`config.mk`:
```
export PLATFORM = sky130hd
export DESIGN_NAME = p2hc_axis
export DESIGN_NICKNAME = d
export VERILOG_FILES = /design/src/rtl/p2hc_pkg.sv /design/src/rtl/p2hc_axis.sv
export SDC_FILE = /design/constraint.sdc
export NUM_CORES = 2
export LEC_CHECK = 0
export BUFFER_PORTS_ARGS = -buffer_cell sky130_fd_sc_hd__buf_2
export CAP_MARGIN = 25
export CORE_MARGIN = 2
export CORE_UTILIZATION = 55
export CTS_CLUSTER_DIAMETER = 40
export DETAILED_ROUTE_END_ITERATION = 8
export PLACE_DENSITY = 0.87
export SETUP_SLACK_MARGIN = 0.02
export SLEW_MARGIN = 20
export SYNTH_ARGS = -nofsm -noshare
export SYNTH_HDL_FRONTEND = slang
export SYNTH_SLANG_ARGS = --single-unit
```
`constraint.sdc`:
```
create_clock -name clk -period 7.03 [get_ports clk]
set_input_delay 1.406 -clock clk [delete_from_list [all_inputs] [get_ports clk]]
set_output_delay 1.406 -clock clk [all_outputs]
set_load 0.05 [all_outputs]
```
`src/rtl/p2hc_pkg.sv`:
```
// shared types, constants and helpers for the point to hex cell block
`default_nettype none

package p2hc_pkg;

	localparam int DEF_COORD_WIDTH = 32;
	localparam int DEF_INDEX_WIDTH = 24;

	// coordinates are Q.8, reciprocals Q16.16, so products carry 24 fraction bits
	localparam int FRAC_BITS = 24;
	localparam int INV_WIDTH = 32;
	localparam logic [INV_WIDTH-1:0] INV_RESET = 32'h0001_0000;

	localparam int CFG_IDX_W = 1;

	typedef enum logic [CFG_IDX_W-1:0] {
		REG_INV_COL_WIDTH  = 1'b0,
		REG_INV_ROW_HEIGHT = 1'b1
	} cfg_reg_t;

	// load enables of the per-axis multiply stages
	typedef struct packed {
		logic s2;
		logic s3;
		logic s4;
		logic s5;
	} axis_en_t;

	// width of the signed integer part of a scaled coordinate
	function automatic int prod_int_width(input int cw);
		return cw + INV_WIDTH - FRAC_BITS + 2;
	endfunction

endpackage

`default_nettype wire

```
`src/rtl/p2hc_axis.sv`:
```
// one axis: offset from origin, scale by reciprocal, split into floor and fraction
`default_nettype none

module p2hc_axis import p2hc_pkg::*; #(
	parameter int CW = DEF_COORD_WIDTH
) (
	input  logic                              clk,
	input  axis_en_t                          en,
	input  logic signed [CW-1:0]              coord_s1,
	input  logic signed [CW-1:0]              origin,
	input  logic        [INV_WIDTH-1:0]       inv,
	output logic signed [prod_int_width(CW)-1:0] ip_s5,
	output logic        [FRAC_BITS-1:0]       fr_s5
);

	localparam int IPW  = prod_int_width(CW);
	localparam int MW   = CW + 1;
	localparam int LO_W = (MW + 1) / 2;
	localparam int HI_W = MW - LO_W;
	localparam int PW   = MW + INV_WIDTH;

	logic signed [CW:0]              diff;
	logic        [MW-1:0]            mag_c;
	logic        [MW-1:0]            mag_s2;
	logic                            neg_s2;
	logic        [LO_W+INV_WIDTH-1:0] pp_lo_s3;
	logic        [HI_W+INV_WIDTH-1:0] pp_hi_s3;
	logic                            neg_s3;
	logic        [PW-1:0]            prod_c;
	logic        [PW-1:0]            prod_s4;
	logic                            neg_s4;
	logic        [IPW-1:0]           mi_ext;
	logic        [FRAC_BITS-1:0]     mf;
	logic signed [IPW-1:0]           ip_c;
	logic        [FRAC_BITS-1:0]     fr_c;

	assign diff  = {coord_s1[CW-1], coord_s1} - {origin[CW-1], origin};
	assign mag_c = diff[CW] ? (~diff + 1'b1) : diff;

	always_ff @(posedge clk) begin
		if (en.s2) begin
			mag_s2 <= mag_c;
			neg_s2 <= diff[CW];
		end
		if (en.s3) begin
			pp_lo_s3 <= mag_s2[LO_W-1:0] * inv;
			pp_hi_s3 <= mag_s2[MW-1:LO_W] * inv;
			neg_s3   <= neg_s2;
		end
		if (en.s4) begin
			prod_s4 <= prod_c;
			neg_s4  <= neg_s3;
		end
		if (en.s5) begin
			ip_s5 <= ip_c;
			fr_s5 <= fr_c;
		end
	end

	assign prod_c = {pp_hi_s3, {LO_W{1'b0}}} + PW'(pp_lo_s3);

	assign mi_ext = {1'b0, prod_s4[PW-1:FRAC_BITS]};
	assign mf     = prod_s4[FRAC_BITS-1:0];

	// floor of a negative value: -m when exact, -m-1 (= ~m) otherwise
	always_comb begin
		if (!neg_s4) begin
			ip_c = mi_ext;
			fr_c = mf;
		end else begin
			ip_c = (mf == '0) ? (~mi_ext + 1'b1) : ~mi_ext;
			fr_c = ~mf + 1'b1;
		end
	end

endmodule

`default_nettype wire

```
==> summary.txt <==
Floorplanning
  – Die height: 297 microns
  – Die W: 297 microns
  – Initial Util: 55.4%
  – IO Pins: 167
  – Row cnt: 107
  – Die area: 88200 sq um
  – CORE AREA: 85100 sq um

Status
  – Status: finished, violations left
  – Failing checks: negative setup slack

Synthesis
  – Top cell type's share of synthesized area: 36.9%
  – Main flop type after synthesis: edfxtp_1
  – Synth warn: 0
  – Post-synthesis register bit count: 264
  – Leading area contributor after synthesis: fa_1
  – Post-synth cell types: 83
  – Net Count, Synth: 6317
  – Fraction of registers with async set/reset: 0%
  – Mapped cell area: 47200 sq um
  – Synth area leaders: fa_1, edfxtp_1, ha_1
  – Post-synthesis sequential area ratio: 16.8%
  – List of most frequent post-synthesis cells: inv_1, fa_1, nand2_1
  – Most frequent cell after synthesis: inv_1
  – Mapped Cells: 5037
  – Synthesized area per cell: 9.37 sq um
  – EDFF count, synth: 264

Setup path
  – Max incr delay on CP: 0.56 ns
  – Critical path fanouts, max: 16
  – Crit path max-delay family: adder cells
  – CP arrival: 7.42 ns
  – CP required: 7.34 ns
  – CP Buf/Inv Count: 7
  – Slowest-stage cell, CP: fa_1
  – Crit. End Element: flip-flop
  – Most used cell along the critical path: fa_1
  – Setup CP Type: input port to flip-flop
  – CP Launch Type: input port

CTS
  – TritonCTS clock tree: done
  – Clk buf depth: 3
  – CTS HTree Levels: 2
  – Post-CTS Hold Buffers: 0
  – Skew-Pair Late Insertion Delay: 0.57 ns
  – Worst-path clk slew: 0.06 ns
  – Clock sinks: 264
  – Num CTS Buffers: 37
  – Root buffer cell: clkbuf_16

Final layout
  – Final Core Density: 65.0%
  – Area growth from synthesis to layout: 17.2%
  – Ratio of cells with drive above 1 in the final layout: 16.5%
  – FILL cells: 6139
  – Fin nets: 6763
  – Post-route design area: 55300 sq um

Drt
  – DRT Pass-1 Iters: 6
  – DR DRC count: 0
  – WL final: 131000 microns
  – Routed vias: 37800
  – Wire length per cell: 19.7 microns
  – DRT iter0 DRCs: 3061
  – Antenna-violating nets left: 0
  – Vias per cell: 5.68

Global route
  – Largest net degree at the start of global routing: 69
  – Vias in the first global route: 40600
  – GRT Util Overall: 29.4%
  – GRT overflow: 0
  – Initial antenna violation count: 7
  – First-pass GRT wire length: 207000 microns

Hold path
  – Hold Crit Class: flip-flop to flip-flop

STA
  – Final period util: 101%
  – Final Skew: 0.0383 ns
  – Worst setup margin: -0.0779 ns
  – Max_slew headroom: 28.7%
  – Tmin final: 7.11 ns
  – # setup viols final: 3
  – Hold WS: 0.422 ns
  – Final Hold Violating Endpoints: 0
  – Worst-Margin Slew: 1.07 ns
  – Fmax: 141 MHz
  – Final Max Tran Viols: 0
  – Unrepaired setup endpoints after global routing: yes

Placed design
  – GPL Wtd Cong: 0.958
  – Pre-CTS setup slack: -0.889 ns
  – IO buf count: 166
  – HPWL after detailed placement: 103000 microns
  – Cell Area, Placed: 52300 sq um

Run
  – Maxcap violations: 0
-- flip-flops by register name, indices dropped and copies added (netlist names) --
signal / cells
neg_s4: 1
ip_s5: 42
pp_hi_s3: 48
neg_s3: 1
prod_s4: 65
neg_s2: 1
mag_s2: 33
fr_s5: 24
pp_lo_s3: 49
-- through the flow --
| step | TNS (ns) | cells |
|---|---|---|
| 6_report | -0.185 | 6656 |
| 5_1_grt | -2.31 | 6655 |
| 4_1_cts | 0 | 6610 |
| 3_5_place_dp | -26.75 | 6534 |
| 3_3_place_gp | -19.73 | 6534 |
| 2_1_floorplan | -0.150 | 5037 |
-- kinds of logic after synthesis --
kind of cell	count (synthesis)	share of synthesized area, %
AND/OR/NAND/NOR	1544	15.9
buffers and inverters	1249	9.95
adder cells (fa/ha/maj)	1179	45.1
AO/OA/AOI/OAI	555	7.68
flip-flops	264	16.8
XOR/XNOR	244	4.53
multiplexers	2	0.0424
-- area by class of cell --
class                           count  area (sq um)  area share [%]
Clock buffer                       43           970            1.75
Sequential cell                   264          7930            14.3
Clock inverter                     23           309           0.559
Multi-Input combinational cell   3524         35500            64.2
Tap cell                         1144          1430            2.59
Inverter                         1009          3790            6.85
Antenna cell                        2          5.00         0.00905
Timing Repair Buffer              647          5370            9.70
-- worst paths after layout --
kind                            slack (ns)                      to                    from  cells after the start
worst min register to register        0.42   prod_s4[11]$_DFFE_PP_  pp_lo_s3[11]$_DFFE_PP_                      0
worst max register to register        0.19  pp_lo_s3[47]$_DFFE_PP_    mag_s2[14]$_DFFE_PP_                     20
worst max-delay path                 -0.08  pp_lo_s3[41]$_DFFE_PP_                 inv[12]                     25
worst min-delay path                  0.42   prod_s4[11]$_DFFE_PP_  pp_lo_s3[11]$_DFFE_PP_                      0
-- metal layers --
layer | global-route usage [%] | wire [microns]
met1 | 35.7 | 47100
met2 | 50.3 | 63900
met3 | 5.56 | 12700
met5 | 0 | 65
met4 | 14.3 | 7540
-- cells in the final DEF, fill, tap and decap left out, types with 21 or more instances in the layout --
| cell type | synthesis | routed |
|---|---|---|
| clkbuf_16 | 0 | 43 |
| a21o_1 | 77 | 77 |
| nand3_1 | 50 | 46 |
| o31ai_1 | 26 | 23 |
| ha_4 | 0 | 26 |
| edfxtp_1 | 264 | 264 |
| nor3_1 | 37 | 36 |
| buf_4 | 0 | 409 |
| nand2b_1 | 22 | 21 |
| and2_4 | 0 | 22 |
| o21ai_0 | 101 | 82 |
| buf_12 | 0 | 45 |
| fa_1 | 869 | 843 |
| buf_6 | 0 | 25 |
| nor2_1 | 111 | 106 |
| xor2_1 | 67 | 66 |
| o21a_1 | 26 | 26 |
| a21oi_1 | 170 | 149 |
| ha_1 | 310 | 282 |
| nor2b_1 | 21 | 21 |
| inv_1 | 1008 | 988 |
| nand2_1 | 748 | 744 |
| buf_2 | 5 | 142 |
| nand4_1 | 23 | 23 |
| fa_2 | 0 | 26 |
| and2_1 | 442 | 420 |
| xnor2_1 | 177 | 175 |
-- repair_timing --
action                     CTS  global route
pin swaps                   21           113
cloned                       0             5
resized for setup           72           219
setup endpoints to repair   27            36
buffers inserted            11            39
Power is not shown: default switching activity piles up to over one toggle a cycle in this logic, so the estimate is an artifact.
