[src/rtl/p2hc_pkg.sv]
// shared types, constants and helpers for the point to hex cell block
`default_nettype none

package p2hc_pkg;

	localparam int DEF_COORD_WIDTH = 32;
	localparam int DEF_INDEX_WIDTH = 24;

	// coordinates are Q.8, reciprocals Q16.16, so products carry 24 fraction bits
	localparam int FRAC_BITS = 24;
	localparam int INV_WIDTH = 32;
	localparam logic [INV_WIDTH-1:0] INV_RESET = 32'h0001_0000;

	localparam int CFG_IDX_W = 1;

	typedef enum logic [CFG_IDX_W-1:0] {
		REG_INV_COL_WIDTH  = 1'b0,
		REG_INV_ROW_HEIGHT = 1'b1
	} cfg_reg_t;

	// load enables of the per-axis multiply stages
	typedef struct packed {
		logic s2;
		logic s3;
		logic s4;
		logic s5;
	} axis_en_t;

	// width of the signed integer part of a scaled coordinate
	function automatic int prod_int_width(input int cw);
		return cw + INV_WIDTH - FRAC_BITS + 2;
	endfunction

endpackage

`default_nettype wire

[src/rtl/p2hc_cell.sv]
// hexagon edge test on floor/fraction pairs, column and row adjust, saturation
`default_nettype none

module p2hc_cell import p2hc_pkg::*; #(
	parameter int CW = DEF_COORD_WIDTH,
	parameter int IW = DEF_INDEX_WIDTH
) (
	input  logic signed [prod_int_width(CW)-1:0] cx,
	input  logic        [FRAC_BITS-1:0]          cf,
	input  logic signed [prod_int_width(CW)-1:0] ry,
	input  logic        [FRAC_BITS-1:0]          rf,
	output logic        [IW-1:0]                 col,
	output logic        [IW-1:0]                 row
);

	localparam int IPW = prod_int_width(CW);
	localparam int SW  = ((IPW > IW) ? IPW : IW) + 1;
	localparam logic signed [SW-1:0] SAT_HI = {{(SW-IW+1){1'b0}}, {(IW-1){1'b1}}};
	localparam logic signed [SW-1:0] SAT_LO = ~SAT_HI;
	localparam logic [FRAC_BITS+1:0] TWO_ONE = {2'b10, {FRAC_BITS{1'b0}}};

	logic [FRAC_BITS+1:0]   cf3;
	logic                   right_third;
	logic [FRAC_BITS-1:0]   xc;
	logic [FRAC_BITS-1:0]   yr;
	logic                   x_odd;
	logic                   h_odd;
	logic                   step;
	logic                   yinc;
	logic                   ydec;
	logic signed [1:0]      dy;
	logic signed [IPW-1:0]  x_adj;
	logic signed [IPW-1:0]  y_adj;

	function automatic logic [IW-1:0] sat(input logic signed [IPW-1:0] v);
		logic signed [SW-1:0] e;
		e = {{(SW-IPW){v[IPW-1]}}, v};
		if (e > SAT_HI)
			return SAT_HI[IW-1:0];
		else if (e < SAT_LO)
			return SAT_LO[IW-1:0];
		return e[IW-1:0];
	endfunction

	// 3*frac > 2 stands for frac > 2/3
	assign cf3         = {2'b00, cf} + {1'b0, cf, 1'b0};
	assign right_third = cf3 > TWO_ONE;
	assign xc          = FRAC_BITS'(cf3 - TWO_ONE);
	assign yr          = {rf[FRAC_BITS-2:0], 1'b0};
	assign x_odd       = cx[0];
	// parity of the half-row index truncated toward zero
	assign h_odd       = rf[FRAC_BITS-1] ^ (ry[IPW-1] && (yr != '0));

	always_comb begin
		step = 1'b0;
		yinc = 1'b0;
		ydec = 1'b0;
		if (right_third) begin
			if (x_odd == h_odd) begin
				if (xc > yr) begin
					step = 1'b1;
					ydec = !x_odd;
				end
			end else begin
				if (yr > xc) begin
					step = 1'b1;
					yinc = x_odd;
				end
			end
		end
	end

	always_comb begin
		dy = 2'sd0;
		// odd columns sit half a row lower
		if (x_odd && !rf[FRAC_BITS-1])
			dy = -2'sd1;
		if (yinc)
			dy = dy + 2'sd1;
		if (ydec)
			dy = dy - 2'sd1;
	end

	assign x_adj = cx + {{(IPW-1){1'b0}}, step};
	assign y_adj = ry + {{(IPW-2){dy[1]}}, dy};

	assign col = sat(x_adj);
	assign row = sat(y_adj);

endmodule

`default_nettype wire
[config.mk]
export PLATFORM = sky130hd
export DESIGN_NAME = p2hc_cell
export DESIGN_NICKNAME = d
export VERILOG_FILES = /design/src/rtl/p2hc_pkg.sv /design/src/rtl/p2hc_cell.sv
export SDC_FILE = /design/constraint.sdc
export NUM_CORES = 1
export LEC_CHECK = 0
export ABC_AREA = 1
export BUFFER_PORTS_ARGS = -buffer_cell sky130_fd_sc_hd__buf_2
export CAP_MARGIN = 20
export CORE_AREA = 4 4 122 124
export DETAILED_ROUTE_END_ITERATION = 7
export DIE_AREA = 0 0 126 128
export PLACE_DENSITY = 0.78
export SLEW_MARGIN = 20
export SYNTH_ARGS = -nofsm -noshare
export SYNTH_HDL_FRONTEND = slang
export SYNTH_SLANG_ARGS = --single-unit
[constraint.sdc]
create_clock -name vclk -period 6.6
set_input_delay 0.66 -clock vclk [all_inputs]
set_output_delay 0.66 -clock vclk [all_outputs]
set_load 0.02 [all_outputs]
==> results.yml, run 1 <==
floorplanning:
  rows: 43
  ios: 180
  die_h_um: 128
  initial_core_util_pct: 51.3
  die_w_um: 126
synth:
  synth_fp_nets: 1601
  syn_area_um2: 7060
  synthCells: 1375
  post_synth.cell_area_avg_um2: 5.14
  yosysWarnings: 0
  synth_cell_type_count: 42
  ys_seq_area_share_pct: 0
clock_tree:
  cts_hold_buf: 0
placement:
  dp.final_hpwl_mm: 22.0
  dp_cells: 1942
  port_buffers: 180
  place.gp.congestion: 1.00
global_routing:
  grt-ovfl-total: 125
  grt_max_degree: 24
  grt_usage_pct: 70.3
status:
  error: "[ERROR GRT-0232] Routing congestion too high. Check the congestion heatmap in the GUI."
  haltStage: "5_1_grt"
  status: "did not finish"
sta:
  worstEndpointType: "output port"
  worst_endpoint: "row[11]"
-- Yosys cell counts --
library cell | instances | area share (%)
buf_6 | 4 | 0.64
nor3b_1 | 3 | 0.32
and2_1 | 2 | 0.18
buf_4 | 2 | 0.21
nor3_2 | 2 | 0.28
nor4_1 | 18 | 1.6
xnor2_4 | 1 | 0.39
and3_1 | 3 | 0.27
o21a_1 | 3 | 0.32
a21boi_0 | 1 | 0.11
nor2_2 | 3 | 0.27
nand2_1 | 466 | 25
or2_1 | 1 | 0.089
nor3_4 | 1 | 0.23
o22ai_1 | 1 | 0.089
o21bai_1 | 9 | 0.96
nor3_1 | 23 | 1.6
o221ai_1 | 2 | 0.25
a21o_1 | 3 | 0.32
xnor2_1 | 20 | 2.5
inv_1 | 228 | 12
inv_2 | 3 | 0.16
or3_4 | 1 | 0.16
a31oi_1 | 3 | 0.27
o31ai_1 | 1 | 0.11
fa_1 | 2 | 0.57
nand4_1 | 32 | 2.8
ha_1 | 92 | 16
nor2_4 | 3 | 0.48
xor2_1 | 47 | 5.8
buf_2 | 2 | 0.14
o32ai_1 | 1 | 0.12
o21ai_0 | 40 | 2.8
nand2_2 | 5 | 0.44
a211oi_1 | 1 | 0.11
nand3_2 | 1 | 0.14
o211ai_1 | 2 | 0.21
nand3_1 | 95 | 6.7
nand3b_1 | 7 | 0.74
or2_2 | 1 | 0.089
a21oi_1 | 83 | 5.9
nor2_1 | 157 | 8.3
-- cells by family after synthesis --
kind of cell | Yosys count | synth area share [%]
simple gates | 824 | 49.6
buf+inv | 239 | 13.3
compound gates | 150 | 11.6
fa+ha+maj | 94 | 16.9
xor+xnor | 68 | 8.70
-- routing by layer --
| layer | global-route usage [%] | overflow |
|---|---|---|
| met1 | 66.1 | 2 |
| met5 | 10.5 | 0 |
| met2 | 94.3 | 73 |
| met4 | 76.6 | 49 |
| met3 | 49.2 | 1 |
-- what timing repair did --
item / 4_1_cts
endpoints found under the setup margin: 27
setup buffers: 33
pin swaps: 42
gates cloned: 5
resized for setup: 256
-- stage by stage --
| step | hold WS, ns | worst slack (ns) | TNS [ns] | area, um^2 |
|---|---|---|---|---|
| floorplan | 1.41 | 0.0237 | 0 | 7090 |
| global placement | 1.73 | -0.444 | -10.44 | 9840 |
| detailed placement | 1.73 | -0.622 | -14.31 | 9840 |
| CTS | 1.73 | -0.161 | -3.48 | 11500 |
==> inputs of run 2 (changes only) <==
- CORE_AREA: 4 4 122 124 -> 4 4 138 140
- DIE_AREA: 0 0 126 128 -> 0 0 142 144
- PLACE_DENSITY: 0.78 -> unset
- PLACE_DENSITY_LB_ADDON: unset -> 0.15
- clock period: 6.6 -> 8.6 ns (I/O delays scaled with it)
==> run 2 against run 1 <==
The run now ends clean. Synthesized area stayed put. Synthesized cell count stayed put.
==> results.yml, run 2 <==
setup_path:
  path_class: "input pin to output port"
  slowest_delay_ns: 0.43
  path_max_fanout: 23
  cp-end-kind: "output port"
  required_ns: 7.74
  critPathLaunchType: "input pin"
  critical_path_arrival_ns: 7.07
  crit_path_frequent_cell: "nand2_1"
  critPathSlowestCell: "fa_1"
layout:
  fillers: 2085
  seq_area_um2: 0
  final_common_cell: "nand2_1"
  design.seq.count: 0
  drive_above_1_share_pct: 13.8
  final_nets: 1782
  clkbuf_count: 0
  synthToLayoutAreaGrowth_pct: 17.3
  final_cell_mix: "466 x nand2_1, 228 x inv_1, 180 x buf_2"
  final_area_um2: 8280
sta:
  min_period_over_period_pct: 92.2
  grt_setup_unrepaired: "no"
  max_freq_mhz: 126
  period_needed_ns: 7.93
  tns_ns: 0
  setup-violations-final: 0
  slew_viol_final: 0
  slew_headroom_pct: 61.7
  worst_pin_slew_ns: 0.569
  finalHoldViolCount: 0
synth:
  synth_fp_nets: 1601
  synth_fa_ha_area_share_pct: 16.9
  synthTopCellsByCount: "466 x nand2_1, 228 x inv_1, 157 x nor2_1"
  yosys.area.top_type: "nand2_1"
  synthCells: 1375
  ys_top_cells_by_area: "nand2_1 25%, ha_1 16%, inv_1 12%, nor2_1 8.3%, nand3_1 6.7%"
  synth_compound_area_share_pct: 11.6
  synthMuxAreaShare_pct: 0
  synth_xor_xnor_area_share_pct: 8.70
  syn_area_um2: 7060
  yosysMostFrequentCell: "nand2_1"
  synth_cell_type_count: 42
  synth_top_area_share_pct: 24.8
  ys_seq_area_share_pct: 0
  yosysWarnings: 0
  synth_top_family_by_area: "simple AND/OR/NAND/NOR gates"
  post_synth.cell_area_avg_um2: 5.14
  synth-simple-area-share_pct: 49.6
power_and_ir_drop:
  p_per_area_nw_per_um2: 85.3
  vdd_drop_max_v: 0.0000649
  fin_total_pwr_uw: 707
  p_leak_uw: 0.00471
global_routing:
  grt_antenna_before_repair: 0
  gr-max-usage-layer: "met2"
  grt_usage_pct: 22.2
  grtUsageMet1_pct: 28.5
  grt_pass1_wl_mm: 38.6
  met2_usage_pct: 40.6
  grt_pass1_vias: 8454
  use_met3_pct: 0.595
  grt_max_degree: 24
  grt-ovfl-total: 0
floorplanning:
  ios: 180
  rows: 49
  die_h_um: 144
  die_w_um: 142
  core_um2: 17800
  die_area_um2: 20400
  initial_core_util_pct: 39.6
hold_path:
  hold_depth: 3
  min_from: "cx[41]"
  hold_path_end: "col[23]"
  min_path_type: "input pin to output port"
detailed_routing:
  post_drt_wl_per_cell_um: 13.3
  drt_iter0_drc: 353
  drt_first_pass_iters: 5
  routed_wl_mm: 23.7
  drc_errors: 0
  drtAntennaViolNets: 0
  viasPerCell: 5.01
  vias: 8937
status:
  status: "completed"
placement:
  dp.final_hpwl_mm: 21.1
  place.gp.congestion: 0.953
  port_buffers: 180
  dpl_cell_area_um2: 8220
job:
  drv_cap: 0
clock_tree:
  cts_hold_buf: 0
-- run 2: cell counts after synthesis --
Identical to the previous run, type by type.
-- run 2: cell type report --
class / count / area (um^2) / share of cell area [%]
multi-input combinational: 1136 / 6160 / 74.4
tap: 229 / 287 / 3.46
antenna: 1 / 2.50 / 0.0302
inverter: 231 / 867 / 10.5
timing repair buffer: 187 / 961 / 11.6
-- run 2: how the worst max path moves through the flow --
stage                from       to  slack (ns)
floorplan           cf[0]  row[10]        1.02
global placement    cf[0]   row[3]        0.42
detailed placement  cf[1]  row[17]        0.34
CTS                 cf[1]  row[17]        0.30
global route        cf[1]  row[19]        0.01
finish              cf[1]  row[17]        0.67
-- run 2: logic make-up (layout without fill, tap and decap cells) --
| family | after synthesis | after routing |
|---|---|---|
| AO/OA/AOI/OAI | 150 | 150 |
| XOR/XNOR | 68 | 68 |
| adder cells (fa/ha/maj) | 94 | 94 |
| buffers and inverters | 239 | 418 |
| other | 0 | 1 |
| AND/OR/NAND/NOR | 824 | 824 |
-- run 2: critical path: cells and delay by family --
family	cells	cell delay, ns
AND/OR/NAND/NOR	29	2.83
adder cells (fa/ha/maj)	6	1.88
buffers and inverters	9	0.93
AO/OA/AOI/OAI	2	0.27
XOR/XNOR	1	0.27
-- run 2: report_power, final --
group	total (uW)	switching [uW]	internal [uW]
registers	0	0	0
logic	707	457	249
clock network	0.0000156	0	0.0000156
total	707	457	249
-- run 2: routing by layer --
metal | routed length, um | up-vias
met5 | 0 | -
met4 | 809 | 0
met3 | 1000 | 46
met2 | 11200 | 224
met1 | 10600 | 3884
li1 | - | 4783
-- run 2: timing repair --
item,4_1_cts,5_1_grt
buffers inserted,0,2
gates resized for setup,0,10
endpoints found under the setup margin,0,23
-- run 2: stage by stage --
step                hold slack (ns)  setup WS (ns)  util, %  instances
floorplan                      1.81           1.02        -       1375
global placement               2.11          0.419     46.1       1781
detailed placement             2.11          0.341     46.1       1781
CTS                            2.11          0.295     46.1       1781
global route                   2.13         0.0122     46.4       1783
finish                         2.11          0.674     46.4       1784
(Power assumes the default switching activity.)
